`src/rtl/core/npss_pkg.sv`:
```
package npss_pkg;

    localparam int MAX_SURFACES = 1024;
    localparam int SLOT_W       = $clog2(MAX_SURFACES);
    localparam int CNT_W        = $clog2(MAX_SURFACES + 1);
    localparam int COORD_WIDTH  = 32;
    localparam int CW           = (COORD_WIDTH < 32) ? COORD_WIDTH : 32;
    localparam int CSH          = 32 - CW;

    localparam logic [1:0] CFG_DIM   = 2'd0;
    localparam logic [1:0] CFG_COUNT = 2'd1;
    localparam logic [1:0] DIM_2D    = 2'd2;

    typedef enum logic [1:0] {
        OP_VERTEX = 2'd0,
        OP_NORMAL = 2'd1,
        OP_IDENT  = 2'd2,
        OP_QUERY  = 2'd3
    } t_opcode;

    typedef enum logic [3:0] {
        ST_CLEAR,
        ST_IDLE,
        ST_SCAN,
        ST_DRAIN,
        ST_FETCH,
        ST_FDATA,
        ST_FPROD,
        ST_FSUM,
        ST_OUT
    } t_state;

    typedef struct packed {
        logic              clear_we;
        logic              load;
        logic              start;
        logic              scan_issue;
        logic              ld_v;
        logic              ld_prod;
        logic              ld_sign;
        logic              ld_out;
        logic              use_best;
        logic [SLOT_W-1:0] addr;
    } t_cmd;

    typedef struct packed {
        logic have;
    } t_status;

endpackage

```
`src/rtl/core/npss_ctrl.sv`:
```
module npss_ctrl (
    input  logic               i_clk,
    input  logic               i_rst_n,
    input  logic               i_in_valid,
    input  logic [1:0]         i_opcode,
    input  logic               i_flag,
    input  logic [10:0]        i_count,
    input  logic               i_out_ready,
    input  npss_pkg::t_status  i_status,
    output logic               o_in_ready,
    output logic               o_out_valid,
    output npss_pkg::t_cmd     o_cmd
);

    npss_pkg::t_state r_state, n_state;
    logic [npss_pkg::CNT_W-1:0] r_idx, n_idx;
    logic [1:0] r_cnt, n_cnt;
    logic       r_out_valid, n_out_valid;
    logic [npss_pkg::CNT_W-1:0] lim;
    logic       accept, out_free, is_query;

    assign lim = (int'(i_count) > npss_pkg::MAX_SURFACES) ?
                 npss_pkg::CNT_W'(npss_pkg::MAX_SURFACES) : npss_pkg::CNT_W'(i_count);
    assign accept   = i_in_valid && (r_state == npss_pkg::ST_IDLE);
    assign is_query = (i_opcode == npss_pkg::OP_QUERY);
    assign out_free = !r_out_valid || i_out_ready;

    always_comb begin
        n_state = r_state;
        case (r_state)
            npss_pkg::ST_CLEAR: begin
                if (r_idx == npss_pkg::CNT_W'(npss_pkg::MAX_SURFACES - 1))
                    n_state = npss_pkg::ST_IDLE;
            end
            npss_pkg::ST_IDLE: begin
                if (accept && is_query)
                    n_state = i_flag ? npss_pkg::ST_SCAN : npss_pkg::ST_OUT;
            end
            npss_pkg::ST_SCAN: begin
                if (r_idx >= lim) n_state = npss_pkg::ST_DRAIN;
            end
            npss_pkg::ST_DRAIN: begin
                if (r_cnt == 2'd2)
                    n_state = i_status.have ? npss_pkg::ST_FETCH : npss_pkg::ST_OUT;
            end
            npss_pkg::ST_FETCH: n_state = npss_pkg::ST_FDATA;
            npss_pkg::ST_FDATA: n_state = npss_pkg::ST_FPROD;
            npss_pkg::ST_FPROD: n_state = npss_pkg::ST_FSUM;
            npss_pkg::ST_FSUM:  n_state = npss_pkg::ST_OUT;
            npss_pkg::ST_OUT: begin
                if (out_free) n_state = npss_pkg::ST_IDLE;
            end
            default: n_state = npss_pkg::ST_IDLE;
        endcase
    end

    always_comb begin
        o_cmd            = '0;
        o_cmd.addr       = r_idx[npss_pkg::SLOT_W-1:0];
        o_in_ready       = (r_state == npss_pkg::ST_IDLE);
        n_idx            = r_idx;
        n_cnt            = 2'd0;
        n_out_valid      = r_out_valid && !i_out_ready;
        case (r_state)
            npss_pkg::ST_CLEAR: begin
                o_cmd.clear_we = 1'b1;
                n_idx          = r_idx + 1'b1;
            end
            npss_pkg::ST_IDLE: begin
                n_idx       = '0;
                o_cmd.load  = accept && !is_query;
                o_cmd.start = accept && is_query;
            end
            npss_pkg::ST_SCAN: begin
                if (r_idx < lim) begin
                    o_cmd.scan_issue = 1'b1;
                    n_idx            = r_idx + 1'b1;
                end
            end
            npss_pkg::ST_DRAIN: n_cnt = r_cnt + 1'b1;
            npss_pkg::ST_FETCH: o_cmd.use_best = 1'b1;
            npss_pkg::ST_FDATA: o_cmd.ld_v     = 1'b1;
            npss_pkg::ST_FPROD: o_cmd.ld_prod  = 1'b1;
            npss_pkg::ST_FSUM:  o_cmd.ld_sign  = 1'b1;
            npss_pkg::ST_OUT: begin
                if (out_free) begin
                    o_cmd.ld_out = 1'b1;
                    n_out_valid  = 1'b1;
                end
            end
            default: ;
        endcase
    end

    always_ff @(posedge i_clk) begin
        if (!i_rst_n) begin
            r_state     <= npss_pkg::ST_CLEAR;
            r_idx       <= '0;
            r_cnt       <= '0;
            r_out_valid <= 1'b0;
        end else begin
            r_state     <= n_state;
            r_idx       <= n_idx;
            r_cnt       <= n_cnt;
            r_out_valid <= n_out_valid;
        end
    end

    assign o_out_valid = r_out_valid;

endmodule

```
`config.mk`:
```
export PLATFORM = sky130hd
export DESIGN_NAME = npss_ctrl
export DESIGN_NICKNAME = d
export VERILOG_FILES = /design/src/rtl/core/npss_pkg.sv /design/src/rtl/core/npss_ctrl.sv
export SDC_FILE = /design/constraint.sdc
export NUM_CORES = 1
export LEC_CHECK = 0
export BUFFER_PORTS_ARGS = -buffer_cell sky130_fd_sc_hd__clkbuf_2
export CORE_ASPECT_RATIO = 0.5
export CORE_MARGIN = 5
export CORE_UTILIZATION = 50
export DETAILED_ROUTE_END_ITERATION = 10
export PLACE_DENSITY = 0.78
export SLEW_MARGIN = 20
export SYNTH_ARGS = -nofsm -noshare
export SYNTH_HDL_FRONTEND = slang
export SYNTH_SLANG_ARGS = --single-unit
```
`constraint.sdc`:
```
create_clock -name i_clk -period 4.43 [get_ports i_clk]
set_clock_uncertainty 0.1 [all_clocks]
set_input_delay 0.2215 -clock i_clk [delete_from_list [all_inputs] [get_ports i_clk]]
set_output_delay 0.2215 -clock i_clk [all_outputs]
set_load 0.005 [all_outputs]
```
==> impl_table.tex, run 1 <==
\begin{tabular}{lr}
\hline
Metric & Value \\
\hline
\multicolumn{2}{l}{\textbf{GRT}} \\
Pin count of the biggest net entering global routing & 18 \\
Antenna violations before repair & 0 \\
Overall global routing resource usage & 0.176 \\
Wire length of the first global-routing pass & 5370 microns \\
Number of global-route vias before repair & approximately 1200 \\
Global-route congestion overflow total & 0 \\
\multicolumn{2}{l}{\textbf{Synthesis}} \\
Yosys synthesis warning count & 0 \\
Top area cells in the synthesized netlist & sky130\_fd\_sc\_hd\_\_dfxtp\_1, sky130\_fd\_sc\_hd\_\_ha\_1, sky130\_fd\_sc\_hd\_\_a21oi\_1, sky130\_fd\_sc\_hd\_\_nand2\_1, sky130\_fd\_sc\_hd\_\_buf\_4 \\
Number of register bits inferred by synthesis & 18 \\
Yosys top cell area share & 0.265 \\
Per-instance average area after synthesis & 7.61 sq um \\
Count of cell types in the netlist & between 40 and 50 \\
Number of instances in the synthesized netlist & around 180 \\
Post-synthesis cell type with the largest combined area & sky130\_fd\_sc\_hd\_\_dfxtp\_1 \\
Synthesized Nets & about 210 \\
Post-synth ARST share & 0 \\
Synth Cell Area & around 1400 sq um \\
Leading register cell type out of synthesis & sky130\_fd\_sc\_hd\_\_dfxtp\_1 \\
Number of enable-type register cells in the synthesized netlist & 0 \\
Part of the Yosys area used for sequential elements & 0.265 \\
\multicolumn{2}{l}{\textbf{CTS}} \\
Post-CTS setup buffer count & 0 \\
Reg clk slew, reported paths & 70 ps \\
Cells resized by post-CTS repair & 0 \\
Cts bufs inserted & 3 \\
Number of hold buffers added after CTS & 0 \\
Library cell used as clock root buffer & sky130\_fd\_sc\_hd\_\_clkbuf\_8 \\
Clock buffer depth & 2 \\
TritonCTS clock tree & yes \\
Clock sinks & 18 \\
Total number of H-tree levels & 1 \\
Clock latency at the later pin of the worst-skew pair & roughly 260 ps \\
\multicolumn{2}{l}{\textbf{Finish}} \\
Final-layout fill cell count & between 200 and 250 \\
Number of standard cells in the final layout excluding fillers & 244 \\
\# diodes & 0 \\
Area added between synthesis and finish & 13.7\% \\
Nets & 240 \\
Share of the core filled with cells in the final layout & 0.595 \\
Fraction of final layout cells sized beyond drive strength 1 & 0.227 \\
\multicolumn{2}{l}{\textbf{Critical path}} \\
Number of stages on the worst setup path & 7 \\
Crit-path cells & ha\_1, a41o\_1, a21oi\_1, o21ai\_1, o21a\_1, or4\_1, a21oi\_1 \\
Worst endpoint data arrival time & about 2500 ps \\
Kind of cell adding the most delay to the critical path & compound AO/OA/AOI/OAI gates \\
End of the worst register-to-register path & r\_idx[9]\$\_SDFFE\_PN0P\_ \\
Worst reg2reg startpoint & r\_idx[6]\$\_SDFFE\_PN0P\_ \\
FF-to-FF path depth & 7 \\
Cell with the most instances on the worst path & sky130\_fd\_sc\_hd\_\_a21oi\_1 \\
Biggest cell delay along the critical path & between 500 and 600 ps \\
Highest-delay cell along the critical path & sky130\_fd\_sc\_hd\_\_or4\_1 \\
Worst path bufs/invs & 0 \\
Startpoint kind of the worst setup timing path & flop \\
Minimum setup slack among reg-to-reg paths & about 2000 ps \\
Worst Setup End Kind & flop \\
Max FO, Critical Path & 17 \\
Data required time at the worst endpoint & around 4500 ps \\
Critical path type & reg2reg \\
\multicolumn{2}{l}{\textbf{Worst hold path}} \\
Number of instances on the worst hold path & 3 \\
Worst Hold End & r\_state[3]\$\_SDFFE\_PN0P\_ \\
Path class of the lowest-slack min-delay path & in2reg \\
Startpoint of the most critical hold path & i\_rst\_n \\
\multicolumn{2}{l}{\textbf{Pwr}} \\
Sequential power share & 0.483 \\
Power density cells & between 200 and 250 nW/um\^{}2 \\
Combinational fraction of design power & 0.126 \\
Internal power contribution & 0.000265 W \\
Switching part of the total power & 0.245 \\
Reported net switching power & around 0.000086 W \\
Worst-case vdd ir drop & 105 uV \\
Clock share of power & 0.390 \\
Reported leakage power & $\sim$0.66 nW \\
\multicolumn{2}{l}{\textbf{STA}} \\
RSZ-0062 raised after global routing & false \\
Total negative slack & 0 ps \\
Final worst hold slack & roughly 150 ps \\
Max Transition Viols Final & 0 \\
Post-route setup slack & slightly above 2000 ps \\
Share of the cycle needed by the critical path after routing & 0.540 \\
Max Clock Freq & around 420 MHz \\
Finish-stage setup viols & 0 \\
Slew of the pin with the lowest slew margin & about 610 ps \\
Shortest period the worst path allows & between 2000 and 2500 ps \\
Final hold violations & 0 \\
Max-Slew Margin vs Limit & 0.590 \\
\multicolumn{2}{l}{\textbf{Run status}} \\
Status & complete, no violations \\
\multicolumn{2}{l}{\textbf{Die}} \\
Area of the core & about 2600 sq um \\
Core Rows & 13 \\
Initial Util & 0.523 \\
DIE HEIGHT & between 40 and 50 microns \\
Overall die area & a little under 4000 sq um \\
I/O pins & 40 \\
X dimension of the die & 83.8 microns \\
\multicolumn{2}{l}{\textbf{Place}} \\
HPWL after detailed placement & about 2600 microns \\
Worst slack at placement & 1840 ps \\
Buffers added on ports & 39 \\
DP Cell Count & 240 \\
Final Wtd Congestion & between 0.8 and 0.9 \\
\multicolumn{2}{l}{\textbf{Detailed routing}} \\
Via count & 1400 \\
\# DRC & 0 \\
Drt pass-1 iters & 4 \\
Average routed wire per standard cell & 13.5 microns \\
Average vias per placed instance & roughly 5.7 \\
Wire length reported by the detailed router & around 3300 microns \\
Number of nets still failing antenna checks after routing & 0 \\
Initial drt markers & between 60 and 70 \\
\multicolumn{2}{l}{\textbf{Run}} \\
Max capacitance violation total & 0 \\
\hline
\end{tabular}
metal layers:
metal	part of all wire	global-route usage	wire [microns]
met1	0.47	0.217	1550
met2	0.45	0.295	1480
met3	0.066	0.0543	216
met4	0.015	0.0801	50
met5	0	0	0
layout make-up:
type	instances	area [sq um]	share of cell area
Multi-Input combinational cell	139	865	0.559
Sequential cell	18	360	0.233
Timing Repair Buffer	39	195	0.126
Clock buffer	4	55.1	0.0356
Tap cell	37	46.3	0.0299
Inverter	7	26.3	0.0170
flip-flops by register name, indices dropped and copies added, names as in the netlist:
name	cells
r_idx	11
r_state	4
o_out_valid	1
r_cnt	2
layout by cell type (no fill, tap or decap), types with 3 or more instances in the layout:
cell type and count:
sky130_fd_sc_hd__inv_1 6, sky130_fd_sc_hd__o211ai_1 3, sky130_fd_sc_hd__nand3_1 9, sky130_fd_sc_hd__nor2_1 14, sky130_fd_sc_hd__nor3_1 5, sky130_fd_sc_hd__dfxtp_1 18, sky130_fd_sc_hd__nor2b_1 3, sky130_fd_sc_hd__o21ai_0 9
sky130_fd_sc_hd__nand4_1 3, sky130_fd_sc_hd__clkbuf_8 4, sky130_fd_sc_hd__clkbuf_2 39, sky130_fd_sc_hd__or3_1 9, sky130_fd_sc_hd__ha_1 13, sky130_fd_sc_hd__nand2_1 21, sky130_fd_sc_hd__a21oi_1 16, sky130_fd_sc_hd__o31ai_1 3
synth_stat cells (2+ instances only):
cell                       number
sky130_fd_sc_hd__a211oi_1       2
sky130_fd_sc_hd__a21oi_1       16
sky130_fd_sc_hd__buf_4         10
sky130_fd_sc_hd__buf_6          2
sky130_fd_sc_hd__clkbuf_1       2
sky130_fd_sc_hd__dfxtp_1       18
sky130_fd_sc_hd__ha_1          13
sky130_fd_sc_hd__inv_1          6
sky130_fd_sc_hd__nand2_1       21
sky130_fd_sc_hd__nand3_1        9
sky130_fd_sc_hd__nand4_1        3
sky130_fd_sc_hd__nor2_1        14
sky130_fd_sc_hd__nor2b_1        3
sky130_fd_sc_hd__nor3_1         5
sky130_fd_sc_hd__nor4_1         2
sky130_fd_sc_hd__o211ai_1       3
sky130_fd_sc_hd__o21a_1         2
sky130_fd_sc_hd__o21ai_0        9
sky130_fd_sc_hd__o21ai_1        2
sky130_fd_sc_hd__o31ai_1        3
sky130_fd_sc_hd__o41ai_1        2
sky130_fd_sc_hd__or2_2          2
sky130_fd_sc_hd__or3_1          9
power groups by stage:
stage / Sequential (W) / Combinational (W) / Clock [W]
after floorplan: 0.000171 / 0.0000299 / 0
after global placement: 0.000174 / 0.0000426 / 0
after detailed placement: 0.000173 / 0.0000440 / 0
after CTS: 0.000170 / 0.0000442 / 0.000139
after global routing: 0.000170 / 0.0000495 / 0.000147
final: 0.000170 / 0.0000444 / 0.000137
worst min-delay path, stage by stage:
cell and delay, ps:
sky130_fd_sc_hd__clkbuf_2 140, sky130_fd_sc_hd__nand2_1 60, sky130_fd_sc_hd__o21ai_0 60
how the worst max path moves through the flow:
stage / start / slack [ps] / end
CTS: r_idx[6]$_SDFFE_PN0P_ / 2050 / r_idx[9]$_SDFFE_PN0P_
global placement: i_count[10] / 1940 / r_idx[9]$_SDFFE_PN0P_
finish: r_idx[6]$_SDFFE_PN0P_ / 2040 / r_idx[9]$_SDFFE_PN0P_
detailed placement: i_count[10] / 1840 / r_idx[9]$_SDFFE_PN0P_
global route: r_idx[6]$_SDFFE_PN0P_ / 1860 / r_idx[9]$_SDFFE_PN0P_
floorplan: i_count[10] / 2240 / r_idx[0]$_SDFFE_PN0P_
logic make-up after synthesis:
logic type / after synthesis / synth area share
compound gates: 49 / 0.230
fa+ha+maj: 13 / 0.119
buf+inv: 22 / 0.100
flops: 18 / 0.265
simple gates: 77 / 0.286
through the flow:
step	instance area (sq um)	power [W]
2_1_floorplan	1360	0.000201
3_3_place_gp	1490	0.000216
3_5_place_dp	1490	0.000218
4_1_cts	1550	0.000353
5_1_grt	1550	0.000367
6_report	1550	0.000351
Power figures use the tool's default switching activity.
==> inputs of run 2 (changes only) <==
- clock period: 4.43 -> 2.3 ns (I/O delays scaled with it)
==> run 2 against run 1 <==
Non-clock buffer count is 15 higher. Utilization is 5.2 points higher. Sequential cell count unchanged. Critical path type unchanged.
==> impl_table.tex, run 2 (synthesis results as in run 1) <==
\begin{tabular}{lr}
\hline
Metric & Value \\
\hline
\multicolumn{2}{l}{\textbf{Run status}} \\
Status & complete, no violations \\
\multicolumn{2}{l}{\textbf{STA}} \\
Shortest period the worst path allows & 2210 ps (-184 ps) \\
RSZ-0062 raised after global routing & false \\
Max-Slew Margin vs Limit & 0.610 (+0.0197) \\
Finish-stage setup viols & 0 (unchanged) \\
Post-route setup slack & 92.8 ps (-1950 ps) \\
Final hold violations & 0 (unchanged) \\
Max Clock Freq & 453 MHz (+8.4\%) \\
Slew of the pin with the lowest slew margin & 581 ps (-29.4 ps) \\
Share of the cycle needed by the critical path after routing & 0.960 (+0.420) \\
Max Transition Viols Final & 0 (unchanged) \\
Final worst hold slack & 59.6 ps (-94.7 ps) \\
\multicolumn{2}{l}{\textbf{Detailed routing}} \\
Wire length reported by the detailed router & 3450 microns (+4.7\%) \\
Drt pass-1 iters & 4 (unchanged) \\
Initial drt markers & 99 (+48\%) \\
Average routed wire per standard cell & 13.3 microns (-1.4\%) \\
\# DRC & 0 (unchanged) \\
Via count & 1449 (+3.5\%) \\
Average vias per placed instance & 5.59 (-2.5\%) \\
Number of nets still failing antenna checks after routing & 0 (unchanged) \\
\multicolumn{2}{l}{\textbf{Finish}} \\
Area of the multi-input gates & 875 sq um (+1.2\%) \\
Fraction of final layout cells sized beyond drive strength 1 & 0.288 (+0.0612) \\
Registers with the highest flip-flop counts & r\_idx: 11 flops, r\_state: 4 flops, r\_cnt: 2 flops \\
Top register by number of flip-flops & r\_idx \\
Nets & 255 (+6.3\%) \\
Area taken by flip-flops and latches & 360 sq um (unchanged) \\
Final-layout fill cell count & 239 (-2.0\%) \\
Area added between synthesis and finish & 23.6\% \\
Top library cells by usage in the layout, fill and taps aside & sky130\_fd\_sc\_hd\_\_clkbuf\_2, sky130\_fd\_sc\_hd\_\_nand2\_1, sky130\_fd\_sc\_hd\_\_dfxtp\_1 \\
Leading cell type in the layout, fill and taps excluded & sky130\_fd\_sc\_hd\_\_clkbuf\_2 \\
\# diodes & 0 (unchanged) \\
Share of the core filled with cells in the final layout & 0.647 (+0.0519) \\
Max reg flops & 11 (unchanged) \\
\multicolumn{2}{l}{\textbf{Die}} \\
I/O pins & 40 (unchanged) \\
Overall die area & 3930 sq um (unchanged) \\
Core Rows & 13 (unchanged) \\
Area of the core & 2600 sq um (unchanged) \\
Initial Util & 0.523 (unchanged) \\
X dimension of the die & 83.8 microns (unchanged) \\
DIE HEIGHT & 46.9 microns (unchanged) \\
\multicolumn{2}{l}{\textbf{Critical path}} \\
Data required time at the worst endpoint & 2390 ps (-2130 ps) \\
Worst Setup End Kind & flop \\
Startpoint kind of the worst setup timing path & flop \\
Max FO, Critical Path & 3 (-14) \\
Critical path type & reg2reg \\
Worst endpoint data arrival time & 2300 ps (-180 ps) \\
\multicolumn{2}{l}{\textbf{Pwr}} \\
Reported leakage power & 0.740 nW (+12\%) \\
Worst-case vdd ir drop & 222 uV (+110\%) \\
Overall power of the completed layout & 0.000691 W (+97\%) \\
Power density cells & 411 nW/um\^{}2 (+81\%) \\
\multicolumn{2}{l}{\textbf{CTS}} \\
Library cell used as clock root buffer & sky130\_fd\_sc\_hd\_\_clkbuf\_8 \\
Number of hold buffers added after CTS & 0 (unchanged) \\
Reg clk slew, reported paths & 70 ps (about the same) \\
Total number of H-tree levels & 1 (unchanged) \\
TritonCTS clock tree & yes \\
Clock buffer depth & 2 (unchanged) \\
Clock sinks & 18 (unchanged) \\
Clock latency at the later pin of the worst-skew pair & 260 ps (about the same) \\
Cts bufs inserted & 3 (unchanged) \\
\multicolumn{2}{l}{\textbf{Place}} \\
Buffers added on ports & 39 (unchanged) \\
HPWL after detailed placement & 2760 microns (+6.2\%) \\
Worst slack at placement & -122 ps (-1960 ps) \\
Final Wtd Congestion & 0.823 (+1.2\%) \\
\multicolumn{2}{l}{\textbf{GRT}} \\
Number of global-route vias before repair & 1293 (+10\%) \\
Global-route congestion overflow total & 0 (unchanged) \\
Wire length of the first global-routing pass & 5760 microns (+7.3\%) \\
Antenna violations before repair & 0 (unchanged) \\
Pin count of the biggest net entering global routing & 17 (-1) \\
Overall global routing resource usage & 0.182 (+0.00617) \\
\multicolumn{2}{l}{\textbf{Worst hold path}} \\
Path class of the lowest-slack min-delay path & in2reg \\
\multicolumn{2}{l}{\textbf{Run}} \\
Max capacitance violation total & 0 (unchanged) \\
\hline
\end{tabular}
[run 2: layer usage]
layer / wire [microns] / GRT usage
met3: 242 / 0.0473
met4: 13 / 0.0417
met5: 0 / 0
met2: 1590 / 0.318
met1: 1600 / 0.235
[run 2: through the flow]
step / instance area [sq um] / cells / TNS, ps
after floorplan: 1360 / 179 / 0
after global placement: 1620 / 255 / -26.8
after detailed placement: 1620 / 255 / -613
after CTS: 1670 / 259 / 0
after global routing: 1680 / 259 / 0
final: 1680 / 259 / 0
[run 2: cell type report]
type | instances | share of cell area
multi-input cells | 139 | 0.520
repair buffers | 54 | 0.190
flip-flops and latches | 18 | 0.214
well taps | 37 | 0.0275
inverters | 7 | 0.0156
clock buffers | 4 | 0.0327
[run 2: power breakdown]
group | switching, W | internal, W | total (W)
sequential | 0.00000734 | 0.000316 | 0.000324
clock | 0.000115 | 0.000152 | 0.000268
combinational | 0.0000485 | 0.0000512 | 0.0000997
total | 0.000171 | 0.000520 | 0.000691
[run 2: final timing paths]
check / from / end / cells past startpoint / slack (ps)
worst min register to register: r_cnt[0]$_SDFF_PN0_ / r_cnt[0]$_SDFF_PN0_ / 1 / 320
worst min-delay path: i_rst_n / r_state[3]$_SDFFE_PN0P_ / 3 / 60
worst max register to register: r_idx[8]$_SDFFE_PN0P_ / r_idx[0]$_SDFFE_PN0P_ / 6 / 90
worst max-delay path: r_idx[8]$_SDFFE_PN0P_ / r_idx[0]$_SDFFE_PN0P_ / 6 / 90
[run 2: timing repair]
action | CTS | global route
resized for setup | 0 | 2
setup buffers | 0 | 0
setup endpoints to repair | 0 | 6
[run 2: critical path, stage by stage (launching register included)]
cell	delay (ps)
sky130_fd_sc_hd__dfxtp_1	330
sky130_fd_sc_hd__ha_1	320
sky130_fd_sc_hd__a211oi_1	240
sky130_fd_sc_hd__o32ai_1	160
sky130_fd_sc_hd__or3_1	420
sky130_fd_sc_hd__a2111o_1	430
sky130_fd_sc_hd__a21oi_1	140
==> inputs of run 3 (changes only) <==
- MAX_ROUTING_LAYER: default -> met4
==> run 3 against run 2 <==
Register-to-register slack barely moved. Critical endpoint unchanged. Sequential power hardly changed. Highest routed layer unchanged. Global-route usage increased by 0.65 points. Critical path type unchanged.
==> impl_table.tex, run 3 (synthesis results as in run 1) <==
\begin{tabular}{lr}
\hline
Metric & Value \\
\hline
\multicolumn{2}{l}{\textbf{Run status}} \\
Status & complete, no violations \\
\multicolumn{2}{l}{\textbf{Detailed routing}} \\
Initial drt markers & 85 (-14\%) \\
Wire length reported by the detailed router & 3480 microns (+0.75\%) \\
Average routed wire per standard cell & 13.4 microns (+0.75\%) \\
Number of nets still failing antenna checks after routing & 0 (unchanged) \\
\# DRC & 0 (unchanged) \\
Via count & 1426 (-1.6\%) \\
Average vias per placed instance & 5.51 (-1.6\%) \\
Drt pass-1 iters & 4 (unchanged) \\
\multicolumn{2}{l}{\textbf{CTS}} \\
Clock buffer depth & 2 (unchanged) \\
Cts bufs inserted & 3 (unchanged) \\
Clock latency at the later pin of the worst-skew pair & 260 ps (about the same) \\
Total number of H-tree levels & 1 (unchanged) \\
Library cell used as clock root buffer & sky130\_fd\_sc\_hd\_\_clkbuf\_8 \\
Cells resized by post-CTS repair & 0 (unchanged) \\
Post-CTS setup buffer count & 0 (unchanged) \\
Number of hold buffers added after CTS & 0 (unchanged) \\
Reg clk slew, reported paths & 70 ps (about the same) \\
Clock sinks & 18 (unchanged) \\
TritonCTS clock tree & yes \\
\multicolumn{2}{l}{\textbf{Finish}} \\
Max reg flops & 11 (unchanged) \\
Registers with the highest flip-flop counts & r\_idx: 11 flops, r\_state: 4 flops, r\_cnt: 2 flops \\
Fraction of final layout cells sized beyond drive strength 1 & 0.288 (unchanged) \\
Share of the core filled with cells in the final layout & 0.647 (unchanged) \\
Top register by number of flip-flops & r\_idx \\
Leading cell type in the layout, fill and taps excluded & sky130\_fd\_sc\_hd\_\_clkbuf\_2 \\
\# diodes & 0 (unchanged) \\
Number of standard cells in the final layout excluding fillers & 259 (unchanged) \\
Area added between synthesis and finish & 23.6\% (unchanged) \\
Layout Cell Area excl Fill & 1680 sq um (unchanged) \\
Nets & 255 (unchanged) \\
Top library cells by usage in the layout, fill and taps aside & sky130\_fd\_sc\_hd\_\_clkbuf\_2, sky130\_fd\_sc\_hd\_\_nand2\_1, sky130\_fd\_sc\_hd\_\_dfxtp\_1 \\
\multicolumn{2}{l}{\textbf{Critical path}} \\
Biggest cell delay along the critical path & 430 ps (about the same) \\
Worst Setup End Kind & flop \\
Kind of cell adding the most delay to the critical path & compound AO/OA/AOI/OAI gates \\
Worst endpoint data arrival time & 2300 ps (about the same) \\
Crit-path cells & ha\_1, a211oi\_1, o32ai\_1, or3\_1, a2111o\_1, a21oi\_1 \\
Max FO, Critical Path & 3 (unchanged) \\
Highest-delay cell along the critical path & sky130\_fd\_sc\_hd\_\_a2111o\_1 \\
Critical path type & reg2reg \\
Startpoint kind of the worst setup timing path & flop \\
Worst path bufs/invs & 0 (unchanged) \\
Data required time at the worst endpoint & 2390 ps (about the same) \\
\multicolumn{2}{l}{\textbf{GRT}} \\
Global-route congestion overflow total & 0 (unchanged) \\
Met1 capacity usage during global routing & 0.235 (unchanged) \\
Wire length of the first global-routing pass & 5760 microns (unchanged) \\
Met3 global-route usage & 0.0473 (unchanged) \\
Overall global routing resource usage & 0.189 (+0.00647) \\
Most utilized layer in the global route result & met2 \\
Global routing usage on met2 & 0.318 (unchanged) \\
Antenna violations before repair & 0 (unchanged) \\
Pin count of the biggest net entering global routing & 17 (unchanged) \\
Number of global-route vias before repair & 1292 (-0.077\%) \\
\multicolumn{2}{l}{\textbf{Run}} \\
Max capacitance violation total & 0 (unchanged) \\
\multicolumn{2}{l}{\textbf{Pwr}} \\
Worst-case vdd ir drop & 221 uV (-0.44\%) \\
Reported leakage power & 0.740 nW (unchanged) \\
Power density cells & 411 nW/um\^{}2 (about the same) \\
\multicolumn{2}{l}{\textbf{STA}} \\
Shortest period the worst path allows & 2210 ps (-1.38 ps) \\
Slew of the pin with the lowest slew margin & 599 ps (+17.6 ps) \\
Max Transition Viols Final & 0 (unchanged) \\
Final hold violations & 0 (unchanged) \\
Max-Slew Margin vs Limit & 0.598 (-0.0118) \\
Max Clock Freq & 453 MHz (about the same) \\
Share of the cycle needed by the critical path after routing & 0.959 (about the same) \\
RSZ-0062 raised after global routing & false \\
Finish-stage setup viols & 0 (unchanged) \\
\multicolumn{2}{l}{\textbf{Place}} \\
HPWL after detailed placement & 2760 microns (unchanged) \\
DP Cell Count & 255 (unchanged) \\
Final Wtd Congestion & 0.836 (+1.5\%) \\
Placed inst area & 1620 sq um (unchanged) \\
Buffers added on ports & 39 (unchanged) \\
\multicolumn{2}{l}{\textbf{Die}} \\
Area of the core & 2600 sq um (unchanged) \\
Core Rows & 13 (unchanged) \\
DIE HEIGHT & 46.9 microns (unchanged) \\
Overall die area & 3930 sq um (unchanged) \\
Initial Util & 0.523 (unchanged) \\
I/O pins & 40 (unchanged) \\
X dimension of the die & 83.8 microns (unchanged) \\
\multicolumn{2}{l}{\textbf{Worst hold path}} \\
Path class of the lowest-slack min-delay path & in2reg \\
\hline
\end{tabular}
==> run 3: final cells by class <==
cell class	count	area, sq um
Clock buffer	4	55.1
Fill cell	239	920
Inverter	7	26.3
Multi-Input combinational cell	139	875
Sequential cell	18	360
Tap cell	37	46.3
Timing Repair Buffer	54	320
==> run 3: worst min-delay path, cell delays in order <==
cell and delay, ps:
sky130_fd_sc_hd__clkbuf_2 150, sky130_fd_sc_hd__nand2_1 60, sky130_fd_sc_hd__o21ai_0 60
==> run 3: path summary, 6_finish.rpt <==
check | start | end | slack, ps | cells after the start
worst max-delay path | r_idx[8]$_SDFFE_PN0P_ | r_idx[0]$_SDFFE_PN0P_ | 90 | 6
worst min register to register | r_cnt[0]$_SDFF_PN0_ | r_cnt[0]$_SDFF_PN0_ | 320 | 1
worst min-delay path | i_rst_n | r_state[3]$_SDFFE_PN0P_ | 60 | 3
worst max register to register | r_idx[8]$_SDFFE_PN0P_ | r_idx[0]$_SDFFE_PN0P_ | 90 | 6
==> run 3: report_power, final <==
part	internal (W)	switching, W	leakage (nW)
clock	0.000152	0.000116	0.0288
sequential	0.000316	0.00000745	0.146
combinational	0.0000512	0.0000486	0.565
==> run 3: stage by stage <==
step	TNS, ps	total power, W	setup WS (ps)	hold slack (ps)
3_3_place_gp	-26.8	0.000426	-26.8	301
6_report	0	0.000692	94.2	62.1
4_1_cts	0	0.000692	53.4	58.8
2_1_floorplan	0	0.000388	197	124
3_5_place_dp	-613	0.000430	-122	311
5_1_grt	0	0.000719	7.41	79.2
==> run 3: metal layers <==
metal | share of wire | vias to the layer above
met2 | 0.47 | 38
met3 | 0.059 | 2
met1 | 0.47 | 651
li1 | - | 735
met5 | 0 | -
met4 | 0.0037 | 0
